[src/hw/rtl/ordered_list_delete_by_value_assert.svh]
// ---------------------------------------------------------------------------
// ordered list assertion macros
// shared concurrent assertion forms for the ordered list block
// ---------------------------------------------------------------------------
`ifndef ORDERED_LIST_DELETE_BY_VALUE_ASSERT_SVH
`define ORDERED_LIST_DELETE_BY_VALUE_ASSERT_SVH

// same-cycle implication
`define OLDBV_ASSERT_NOW(label, cond, cons, msg) \
   label: assert property (@(posedge clock) disable iff (reset) (cond) |-> (cons)) \
      else $error(msg);

// next-cycle implication
`define OLDBV_ASSERT_NEXT(label, cond, cons, msg) \
   label: assert property (@(posedge clock) disable iff (reset) (cond) |=> (cons)) \
      else $error(msg);

`endif

[src/hw/rtl/oldbv_pkg.sv]
// ---------------------------------------------------------------------------
// ordered list package
// sizes, opcodes and status codes of the ordered list block
// ---------------------------------------------------------------------------
package oldbv_pkg;

   localparam int CAPACITY = 64;
   localparam int IDX_W    = $clog2(CAPACITY);
   localparam int CNT_W    = 7;
   localparam int VAL_W    = 17;
   localparam int OP_W     = 2;
   localparam int ST_W     = 3;

   localparam logic [VAL_W-1:0] MAX_VALUE_RESET = 17'd100000;

   localparam logic [OP_W-1:0] OP_APPEND = 2'd0;
   localparam logic [OP_W-1:0] OP_REMOVE = 2'd1;
   localparam logic [OP_W-1:0] OP_DUMP   = 2'd2;

   localparam logic [ST_W-1:0] ST_OK       = 3'd0;
   localparam logic [ST_W-1:0] ST_DUP      = 3'd1;
   localparam logic [ST_W-1:0] ST_NOTFOUND = 3'd2;
   localparam logic [ST_W-1:0] ST_LARGE    = 3'd3;
   localparam logic [ST_W-1:0] ST_FULL     = 3'd4;
   localparam logic [ST_W-1:0] ST_EMPTY    = 3'd5;

endpackage

[src/hw/rtl/oldbv_ram.sv]
// ---------------------------------------------------------------------------
// generic ram
// one write port, one read port with registered read data
// ---------------------------------------------------------------------------
module oldbv_ram #(
   parameter int WIDTH = 8,
   parameter int DEPTH = 16
) (
   input  logic                     clock,
   input  logic                     wr_en,
   input  logic [$clog2(DEPTH)-1:0] wr_addr,
   input  logic [WIDTH-1:0]         wr_data,
   input  logic                     rd_en,
   input  logic [$clog2(DEPTH)-1:0] rd_addr,
   output logic [WIDTH-1:0]         rd_data
);

   logic [WIDTH-1:0] mem_ff [DEPTH];
   logic [WIDTH-1:0] rd_data_ff;

   always_ff @(posedge clock) begin
      if (wr_en) begin
         mem_ff[wr_addr] <= wr_data;
      end
      if (rd_en) begin
         rd_data_ff <= mem_ff[rd_addr];
      end
   end

   assign rd_data = rd_data_ff;

endmodule

[src/hw/rtl/ordered_list_delete_by_value.sv]
// ---------------------------------------------------------------------------
// ordered list with delete by value
// arrival-ordered store with append, remove of first match and dump
// ---------------------------------------------------------------------------
//  channel  dir  handshake          payload
//  req      in   req_valid/stall    req_opcode, req_value
//  rsp      out  rsp_valid/stall    rsp_value_res, rsp_status, rsp_last, rsp_count
//  csr      in   csr_wr_en          csr_wr_data (max_value)
//
// append checks the tail entry for a duplicate, remove scans then shifts, dump walks all entries,
// all through the single read port of the entry ram walked by the sequencer
// one beat leaves per cycle during a dump while rsp_stall is low
// a request is taken only when the sequencer is idle
// reset clears the state and count; the entry ram needs no clearing pass
// ---------------------------------------------------------------------------
module ordered_list_delete_by_value (
   input  logic                         clock,
   input  logic                         reset,
   input  logic                         req_valid,
   output logic                         req_stall,
   input  logic [oldbv_pkg::OP_W-1:0]   req_opcode,
   input  logic [oldbv_pkg::VAL_W-1:0]  req_value,
   output logic                         rsp_valid,
   input  logic                         rsp_stall,
   output logic [oldbv_pkg::VAL_W-1:0]  rsp_value_res,
   output logic [oldbv_pkg::ST_W-1:0]   rsp_status,
   output logic                         rsp_last,
   output logic [oldbv_pkg::CNT_W-1:0]  rsp_count,
   input  logic                         csr_wr_en,
   input  logic [oldbv_pkg::VAL_W-1:0]  csr_wr_data
);

   typedef enum logic [2:0] {
      S_IDLE,
      S_APP_CHK,
      S_REM_SCAN,
      S_REM_SHIFT,
      S_DUMP,
      S_RES
   } state_type;

   state_type                       state_ff, state_in;
   logic [oldbv_pkg::IDX_W-1:0]     idx_ff, idx_in;
   logic [oldbv_pkg::CNT_W-1:0]     count_ff, count_in;
   logic [oldbv_pkg::VAL_W-1:0]     max_ff, max_in;
   logic [oldbv_pkg::VAL_W-1:0]     val_ff, val_in;
   logic [oldbv_pkg::ST_W-1:0]      st_ff, st_in;
   logic                            rsp_valid_ff, rsp_valid_in;
   logic [oldbv_pkg::VAL_W-1:0]     rsp_value_ff, rsp_value_in;
   logic [oldbv_pkg::ST_W-1:0]      rsp_status_ff, rsp_status_in;
   logic                            rsp_last_ff, rsp_last_in;
   logic [oldbv_pkg::CNT_W-1:0]     rsp_count_ff, rsp_count_in;

   logic                            ram_we;
   logic [oldbv_pkg::IDX_W-1:0]     ram_waddr;
   logic [oldbv_pkg::VAL_W-1:0]     ram_wdata;
   logic                            ram_re;
   logic [oldbv_pkg::IDX_W-1:0]     ram_raddr;
   logic [oldbv_pkg::VAL_W-1:0]     ram_rdata;

   logic                            out_free;
   logic                            too_large;
   logic [oldbv_pkg::IDX_W-1:0]     idx_p1;
   logic [oldbv_pkg::IDX_W-1:0]     idx_p2;
   logic [oldbv_pkg::CNT_W-1:0]     cnt_m1;
   logic                            at_tail;
   logic                            more_shift;

   oldbv_ram #(
      .WIDTH (oldbv_pkg::VAL_W),
      .DEPTH (oldbv_pkg::CAPACITY)
   ) u_entries (
      .clock   (clock),
      .wr_en   (ram_we),
      .wr_addr (ram_waddr),
      .wr_data (ram_wdata),
      .rd_en   (ram_re),
      .rd_addr (ram_raddr),
      .rd_data (ram_rdata)
   );

   assign out_free   = !rsp_valid_ff || !rsp_stall;
   assign too_large  = req_value > max_ff;
   assign idx_p1     = idx_ff + oldbv_pkg::IDX_W'(1);
   assign idx_p2     = idx_ff + oldbv_pkg::IDX_W'(2);
   assign cnt_m1     = count_ff - oldbv_pkg::CNT_W'(1);
   assign at_tail    = (oldbv_pkg::CNT_W'(idx_ff) + oldbv_pkg::CNT_W'(1)) == count_ff;
   assign more_shift = (oldbv_pkg::CNT_W'(idx_ff) + oldbv_pkg::CNT_W'(2)) < count_ff;

   always_comb begin
      state_in      = state_ff;
      idx_in        = idx_ff;
      count_in      = count_ff;
      max_in        = csr_wr_en ? csr_wr_data : max_ff;
      val_in        = val_ff;
      st_in         = st_ff;
      rsp_valid_in  = rsp_valid_ff && rsp_stall;
      rsp_value_in  = rsp_value_ff;
      rsp_status_in = rsp_status_ff;
      rsp_last_in   = rsp_last_ff;
      rsp_count_in  = rsp_count_ff;
      ram_we        = 1'b0;
      ram_waddr     = '0;
      ram_wdata     = req_value;
      ram_re        = 1'b0;
      ram_raddr     = '0;

      unique case (state_ff)
         S_IDLE: begin
            if (req_valid) begin
               val_in = req_value;
               idx_in = '0;
               unique case (req_opcode)
                  oldbv_pkg::OP_APPEND: begin
                     if (too_large) begin
                        st_in    = oldbv_pkg::ST_LARGE;
                        state_in = S_RES;
                     end else if (count_ff == '0) begin
                        ram_we   = 1'b1;
                        count_in = oldbv_pkg::CNT_W'(1);
                        st_in    = oldbv_pkg::ST_OK;
                        state_in = S_RES;
                     end else begin
                        ram_re    = 1'b1;
                        ram_raddr = cnt_m1[oldbv_pkg::IDX_W-1:0];
                        state_in  = S_APP_CHK;
                     end
                  end
                  oldbv_pkg::OP_REMOVE: begin
                     if (too_large) begin
                        st_in    = oldbv_pkg::ST_LARGE;
                        state_in = S_RES;
                     end else if (count_ff == '0) begin
                        st_in    = oldbv_pkg::ST_NOTFOUND;
                        state_in = S_RES;
                     end else begin
                        ram_re   = 1'b1;
                        state_in = S_REM_SCAN;
                     end
                  end
                  oldbv_pkg::OP_DUMP: begin
                     if (count_ff == '0) begin
                        val_in   = '0;
                        st_in    = oldbv_pkg::ST_EMPTY;
                        state_in = S_RES;
                     end else begin
                        ram_re   = 1'b1;
                        state_in = S_DUMP;
                     end
                  end
                  default: begin
                  end
               endcase
            end
         end
         S_APP_CHK: begin
            state_in = S_RES;
            if (ram_rdata == val_ff) begin
               st_in = oldbv_pkg::ST_DUP;
            end else if (count_ff == oldbv_pkg::CNT_W'(oldbv_pkg::CAPACITY)) begin
               st_in = oldbv_pkg::ST_FULL;
            end else begin
               ram_we    = 1'b1;
               ram_waddr = count_ff[oldbv_pkg::IDX_W-1:0];
               ram_wdata = val_ff;
               count_in  = count_ff + oldbv_pkg::CNT_W'(1);
               st_in     = oldbv_pkg::ST_OK;
            end
         end
         S_REM_SCAN: begin
            if (ram_rdata == val_ff) begin
               if (at_tail) begin
                  count_in = cnt_m1;
                  st_in    = oldbv_pkg::ST_OK;
                  state_in = S_RES;
               end else begin
                  ram_re    = 1'b1;
                  ram_raddr = idx_p1;
                  state_in  = S_REM_SHIFT;
               end
            end else if (at_tail) begin
               st_in    = oldbv_pkg::ST_NOTFOUND;
               state_in = S_RES;
            end else begin
               ram_re    = 1'b1;
               ram_raddr = idx_p1;
               idx_in    = idx_p1;
            end
         end
         S_REM_SHIFT: begin
            ram_we    = 1'b1;
            ram_waddr = idx_ff;
            ram_wdata = ram_rdata;
            idx_in    = idx_p1;
            if (more_shift) begin
               ram_re    = 1'b1;
               ram_raddr = idx_p2;
            end else begin
               count_in = cnt_m1;
               st_in    = oldbv_pkg::ST_OK;
               state_in = S_RES;
            end
         end
         S_DUMP: begin
            if (out_free) begin
               rsp_valid_in  = 1'b1;
               rsp_value_in  = ram_rdata;
               rsp_status_in = oldbv_pkg::ST_OK;
               rsp_last_in   = at_tail;
               rsp_count_in  = count_ff;
               if (at_tail) begin
                  state_in = S_IDLE;
               end else begin
                  ram_re    = 1'b1;
                  ram_raddr = idx_p1;
                  idx_in    = idx_p1;
               end
            end
         end
         S_RES: begin
            if (out_free) begin
               rsp_valid_in  = 1'b1;
               rsp_value_in  = val_ff;
               rsp_status_in = st_ff;
               rsp_last_in   = 1'b1;
               rsp_count_in  = count_ff;
               state_in      = S_IDLE;
            end
         end
         default: begin
            state_in = S_IDLE;
         end
      endcase
   end

   always_ff @(posedge clock) begin
      if (reset) begin
         state_ff     <= S_IDLE;
         idx_ff       <= '0;
         count_ff     <= '0;
         max_ff       <= oldbv_pkg::MAX_VALUE_RESET;
         rsp_valid_ff <= 1'b0;
      end else begin
         state_ff     <= state_in;
         idx_ff       <= idx_in;
         count_ff     <= count_in;
         max_ff       <= max_in;
         rsp_valid_ff <= rsp_valid_in;
      end
      val_ff        <= val_in;
      st_ff         <= st_in;
      rsp_value_ff  <= rsp_value_in;
      rsp_status_ff <= rsp_status_in;
      rsp_last_ff   <= rsp_last_in;
      rsp_count_ff  <= rsp_count_in;
   end

   assign req_stall     = state_ff != S_IDLE;
   assign rsp_valid     = rsp_valid_ff;
   assign rsp_value_res = rsp_value_ff;
   assign rsp_status    = rsp_status_ff;
   assign rsp_last      = rsp_last_ff;
   assign rsp_count     = rsp_count_ff;

`include "ordered_list_delete_by_value_assert.svh"

   `OLDBV_ASSERT_NOW(a_count_bound, 1'b1, (count_ff <= oldbv_pkg::CNT_W'(oldbv_pkg::CAPACITY)), "entry count above capacity")

   `OLDBV_ASSERT_NEXT(a_count_step, 1'b1, (count_ff == $past(count_ff) || count_ff == $past(count_ff) + 1 || count_ff == $past(count_ff) - 1), "entry count moved by more than one")

   `OLDBV_ASSERT_NOW(a_dump_continues, (rsp_valid_ff && !rsp_stall && !rsp_last_ff), (state_ff == S_DUMP), "beat without last but dump not running")

endmodule
[config.mk]
export PLATFORM = sky130hd
export DESIGN_NAME = ordered_list_delete_by_value
export DESIGN_NICKNAME = d
export VERILOG_FILES = /design/src/hw/rtl/oldbv_pkg.sv /design/src/hw/rtl/oldbv_ram.sv /design/src/hw/rtl/ordered_list_delete_by_value.sv
export VERILOG_INCLUDE_DIRS = /design/src /design/src/hw/rtl
export SDC_FILE = /design/constraint.sdc
export NUM_CORES = 2
export LEC_CHECK = 0
export BUFFER_PORTS_ARGS = -buffer_cell sky130_fd_sc_hd__buf_2
export CAP_MARGIN = 20
export CORE_ASPECT_RATIO = 0.5
export CORE_UTILIZATION = 48
export CTS_CLUSTER_DIAMETER = 50
export DETAILED_ROUTE_END_ITERATION = 8
export HOLD_SLACK_MARGIN = 0.15
export PLACE_DENSITY = 0.65
export SLEW_MARGIN = 40
export SYNTH_ARGS = -nofsm -noshare
export SYNTH_HDL_FRONTEND = slang
export SYNTH_SLANG_ARGS = --single-unit
[constraint.sdc]
create_clock -name clock -period 16.8 [get_ports clock]
set_input_delay 0.84 -clock clock [delete_from_list [all_inputs] [get_ports clock]]
set_output_delay 0.84 -clock clock [all_outputs]
set_load 0.005 [all_outputs]
==> After elaboration in Yosys (flattened, before gate mapping) <==
Memory sizes are Yosys's and may differ from the RTL's. A register that Yosys moved wholly into a read port is not among the register bits.
Index checks and enable logic that the tools add are counted.
{ "totals": {"rom_bits": 0, "out_inout_bits": 30, "word_cells": 154, "latchBits": 0, "mem_bits_rw": 1088, "mem_count": 1, "inputBits": 41, "regBits": 82} }
{ "mem_list": {"columns": ["name", "depth", "width", "read_ports", "rd_ports_with_merged_regs", "wr", "line_no", "text"], "rows": [
  ["u_entries.mem_ff", 64, 17, 1, 1, 1, "oldbv_ram.sv:18", "logic [WIDTH-1:0] mem_ff [DEPTH];"]
]} }
{ "op_classes": {"n_mul": 0, "div": 0, "n_lt_le_gt_ge": 2, "muxes": 86, "n_reduce_logical": 20, "n_bitwise": 0, "n_addsub": 6, "n_eq_ne": 28, "n_shift": 0} }
{ "ops": {"columns": ["op", "count"], "rows": [
  ["17-bit 2-to-1 mux", 6],
  ["6-bit 2-to-1 mux", 13],
  ["3-bit 2-to-1 mux", 24],
  ["17-bit one-hot mux with 2 select lines", 2],
  ["7-bit 2-to-1 mux", 9],
  ["6-bit one-hot mux with 4 select lines", 2],
  ["7-bit one-hot mux with 4 select lines", 1],
  ["2-bit != test, second input constant", 12],
  ["1-bit 2-to-1 mux", 19],
  ["3-bit one-hot mux with 3 select lines", 2],
  ["3-bit one-hot mux with 6 select lines", 1],
  ["17-bit equality test", 1],
  ["17-bit > comparator", 1],
  ["3-bit one-hot mux with 4 select lines", 1],
  ["6-bit one-hot mux with 2 select lines", 1],
  ["10-bit AND reduction", 1],
  ["4-bit != test, second input constant", 2],
  ["8-bit AND reduction", 1],
  ["4-bit nonzero test", 2],
  ["6-bit by 1-bit adder with 7-bit output, second input constant", 1],
  ["6-bit by 2-bit adder with 7-bit output, second input constant", 1],
  ["7-bit by 1-bit adder with 7-bit output, second input constant", 1],
  ["7-bit equality test", 1],
  ["7-bit equality test, second input constant", 1],
  ["other kinds (29)", 36]
]} }

==> Logic depth before layout (Yosys ltp) <==
{ "logic_depth": {"word_depth": 8, "depth_mapped": 21, "mapped_depth_nobuf": 16} }

==> Modules after synthesis <==
Synthesis repeated with hierarchy kept, for this count alone.
{ "hier_totals": {"cells_unflattened": 2482, "area_unflattened_um2": 47854.6} }
{ "modules_own_cells": {"columns": ["module", "seq_area_each_um2", "n_inst", "cells_per_inst", "area_each_um2"], "rows": [
  ["oldbv_ram", 33181.8, 1, 1875, 42288.1],
  ["ordered_list_delete_by_value", 2122.0, 1, 607, 5566.6]
]} }

==> Least setup slack after synthesis <==
No wires, ideal clock.
{ "synth_timing": {"path_kind": "flip-flop to flip-flop", "start": "register count_ff[1] (netlist name)", "end": "memory u_entries.mem_ff[0][0] (netlist name) (data pin)", "setup_slack_ns": 11.163, "n_path_buf": 4, "period_less_slack_ns": 5.637, "t_required_ns": 16.098, "t_arrival_ns": 4.935, "path_stages_with_launch": 13, "setup_ns": 0.702, "cell_sequence": "dfxtp_1 -> clkbuf_1 -> inv_1 -> ha_1 -> or3b_1 -> buf_2 -> nor3_1 -> nand2_1 -> nand2_1 -> clkbuf_1 -> clkbuf_1 -> a22oi_1 -> o21ai_0"} }
{ "synth_between": {"elab_chain_len": 4} }
{ "synth_rtl": {"columns": ["item", "line_no", "text"], "rows": [
  ["from (decl)", "ordered_list_delete_by_value.sv:44", "logic [oldbv_pkg::CNT_W-1:0] count_ff, count_in;"],
  ["from (signal assigned)", "ordered_list_delete_by_value.sv:246", "count_ff <= count_in;"],
  ["7-bit equality test", "ordered_list_delete_by_value.sv:160", "end else if (count_ff == oldbv_pkg::CNT_W'(oldbv_pkg::CAPACITY)) begin"],
  ["17-bit 2-to-1 mux", "ordered_list_delete_by_value.sv:160", null],
  ["17-bit 2-to-1 mux", "ordered_list_delete_by_value.sv:158", "if (ram_rdata == val_ff) begin"],
  ["17-bit one-hot mux with 2 select lines", "ordered_list_delete_by_value.sv:108", "unique case (state_ff)"],
  ["named net ram_wdata (one bit)", "ordered_list_delete_by_value.sv:56", "logic [oldbv_pkg::VAL_W-1:0] ram_wdata;"],
  ["to (decl)", "oldbv_ram.sv:18", null]
]} }
The timed path passes the listed nets, and every way through them passes these cells.

==> Worst setup path in the final report <==
{ "layout_timing": {"start": "register idx_ff[2] (netlist name)", "end": "register u_entries.rd_data_ff[1] (netlist: u_entries.rd_data[1]) (read register of u_entries.mem_ff) (data pin)"} }
{ "layout_between": {"elab_chain_len": 5, "elab_cells_between_ends": 14, "classes_between": "add/sub: 4; order compare: 1; eq/ne: 1; mux: 8"} }
{ "layout_rtl": {"columns": ["item", "line_no", "text"], "rows": [
  ["from (decl)", "ordered_list_delete_by_value.sv:43", "logic [oldbv_pkg::IDX_W-1:0] idx_ff, idx_in;"],
  ["from (signal assigned)", "ordered_list_delete_by_value.sv:245", "idx_ff <= idx_in;"],
  ["branches (longest 5 deep; another with 6-bit by 2-bit adder with 7-bit output)", null, null],
  ["to (decl)", "oldbv_ram.sv:19", "logic [WIDTH-1:0] rd_data_ff;"]
]} }
Several ways; the timed one is not identified.
A chain may end at the register's enable or synchronous reset.

==> metrics.txt <==
EDFF count, synth between 1000 and 1500; register area about 35000 um2; Worst EP required ~17 ns; kind of critical path flip-flop to flip-flop; Lkg Pwr roughly 0.019 uW; vias in the first global route about 27000; H-Tree Depth 3; Net count, final between 3000 and 4000; GRT Max-Usage Layer met2; GRT overflow 0; area grow syn2layout 11.2%; Max Cap Viol 0; worst hold path class input pin to flip-flop; Arr. time, crit path about 7.2 ns; CTS buffer count 103; Fill cells between 7000 and 8000; Multi-input gate area 12100 um2; crit-path max FO just over 50; post-synthesis sequential area ratio 0.729; post-CTS setup buffer count 0; Tcrit/Tclk final 0.403; Slew headroom 0.364; Post-route DRC 4; Synth cell types 67; largest net degree at the start of global routing between 150 and 200; total power just over 9000 uW; violated checks design-rule violations; Final min period around 6.8 ns; Global Route met2 Usage 0.393; core area between 90000 and 100000 um2; met1 Usage GRT 0.362; Initial Util 0.490; ys flop type edfxtp_1; post-route setup TNS 0 ns; IO Count between 70 and 80; Die ar. approximately 100000 um2; gp weighted congestion ~0.9; Rows between 80 and 90; FMAX between 0.1 and 0.15 GHz; DR WL/cell ~28 um; Async SR Flop Fraction 0; # clock sinks around 1200; clk slew on worst S/H paths approximately 0.06 ns; number of synthesized register bits around 1200; DRT antenna net count 0; worst slew pin tran around 0.95 ns; Worst Setup Start Kind flip-flop; CP Capture Type flip-flop; Ys Warns 0; clk_lat worst skew ~0.71 ns; vias per cell between 6 and 7; GR Util met3 0.0633; die height around 230 um; Final Hold Fails 0; CTS tree built; outcome finished with violations; max-slew violations 0; setup repair after global routing missed its margin no; routed vias 29152; CTS hold repair buffers 0; syn nets between 3000 and 4000; GRT Total Usage 0.256; HPWL after detailed placement 76.2 mm; first-pass GRT wire length about 190 mm; drt first pass iters 8; mean post-synth cell area 15.0 um2; final wirelength between 100 and 150 mm; die width between 400 and 500 um; PD cells 173 nW/um2; initial antenna violation count 4; layout cell share with drive strength beyond 1 0.128; DR iter-0 viols just under 4000; post-CTS resize count 0; # setup viols final 0; root buf cell clkbuf_16; CTS Buffer Depth 3; Post-Syn Area between 40000 and 50000 um2; Gate Count Post-Synth 3220; Peak VDD IR 0.188 mV; setup clock skew after layout 0.0318 ns; PortBufs 70
==> Yosys cell counts (40+ instances only) <==
cell | count | area (um2)
a211oi_1 | 92 | 691
a21oi_1 | 59 | 295
a31oi_1 | 107 | 669
and3_1 | 93 | 582
buf_6 | 41 | 462
clkbuf_1 | 107 | 402
edfxtp_1 | 1153 | 34600
inv_1 | 40 | 150
mux2i_1 | 337 | 3370
nand2_1 | 361 | 1360
nand3_1 | 72 | 360
nor2_1 | 113 | 424
o21ai_0 | 103 | 515
o22ai_1 | 133 | 832
==> sequential cells by signal (all words and copies together) (netlist names) <==
name,count
rsp_valid,1
u_entries.mem_ff,1088
rsp_count,7
state_ff,3
u_entries.rd_data,17
rsp_last,1
max_ff,17
rsp_value_res,17
val_ff,17
st_ff,3
count_ff,7
rsp_status,3
idx_ff,6
==> final timing paths <==
kind / from / end / slack, ns / cells past startpoint
max: idx_ff[2]$_SDFFE_PP0P_ / u_entries.rd_data[1]$_DFFE_PP_ / 10.02 / 16
min: csr_wr_data[16] / max_ff[16]$_SDFFE_PP1P_ / 0.37 / 3
max reg2reg: idx_ff[2]$_SDFFE_PP0P_ / u_entries.rd_data[1]$_DFFE_PP_ / 10.02 / 16
min reg2reg: max_ff[8]$_SDFFE_PP0P_ / max_ff[8]$_SDFFE_PP0P_ / 0.50 / 2
==> cell usage in the layout (no fill, tap or decap), drive strengths merged, types with 59 or more instances in the layout <==
cell type and count:
a211oi 92, a21oi 59, a31oi 107, and3 93, buf 189, clkbuf 127
edfxtp 1153, mux2i 337, nand2 361, nand3 73, nor2 113, o21ai 109
o22ai 133
==> routing by layer <==
metal  vias up  routed length [um]
met2      1467               59600
met1     14779               54900
li1      12693                   -
met3       211               14200
met5         -                  12
met4         2                3870
==> through the flow <==
step                worst slack [ns]  std cells  hold WS, ns  utilization  area [um2]
global placement                9.62       4526        0.475        0.510       50400
CTS                            10.21       4713        0.331        0.544       53800
detailed placement              9.60       4527        0.489        0.511       50500
global route                    9.84       4715        0.349        0.545       53800
finish                         10.02       4718        0.373        0.545       53900
floorplan                      11.16       3220        0.406            -       48400
==> where the power goes <==
part	leakage [uW]	switching [uW]	total [uW]	internal (uW)
logic	0.00698	2140	3070	936
clock network	0.00160	1070	2330	1260
registers	0.0107	140	3930	3790
total	0.0193	3350	9330	5980
==> cells by family after synthesis <==
| kind of cell | after synthesis | share of synthesized area |
|---|---|---|
| adder cells (fa/ha/maj) | 32 | 0.00827 |
| XOR/XNOR | 33 | 0.00625 |
| AO/OA/AOI/OAI | 606 | 0.0817 |
| flip-flops | 1187 | 0.729 |
| buffers and inverters | 248 | 0.0272 |
| multiplexers | 355 | 0.0739 |
| AND/OR/NAND/NOR | 759 | 0.0735 |
==> worst max-delay path, cell delays in order, from the launching register on <==
cell and delay, ns:
dfxtp_1 0.59, ha_1 0.44, and2_1 0.22, nand2_1 0.08, xnor2_1 0.23, ha_1 0.28, o21ai_0 0.18, nor2_1 0.08
nor4b_2 0.66, o221a_2 0.34, a22o_1 0.42, nand2b_2 0.62, buf_4 0.77, o22ai_1 0.24, o21ai_0 0.58, and4_1 0.56
nand3_1 0.14
==> area by class of cell <==
| type | count | area share |
|---|---|---|
| antenna | 3 | 0.000139 |
| inverter | 40 | 0.00279 |
| timing repair buffer | 189 | 0.0250 |
| sequential | 1187 | 0.656 |
| multi-input combinational | 1785 | 0.225 |
| clock buffer | 127 | 0.0519 |
| tap | 1328 | 0.0309 |
| clock inverter | 59 | 0.00846 |
No activity file was read; power rests on OpenSTA's default activity.
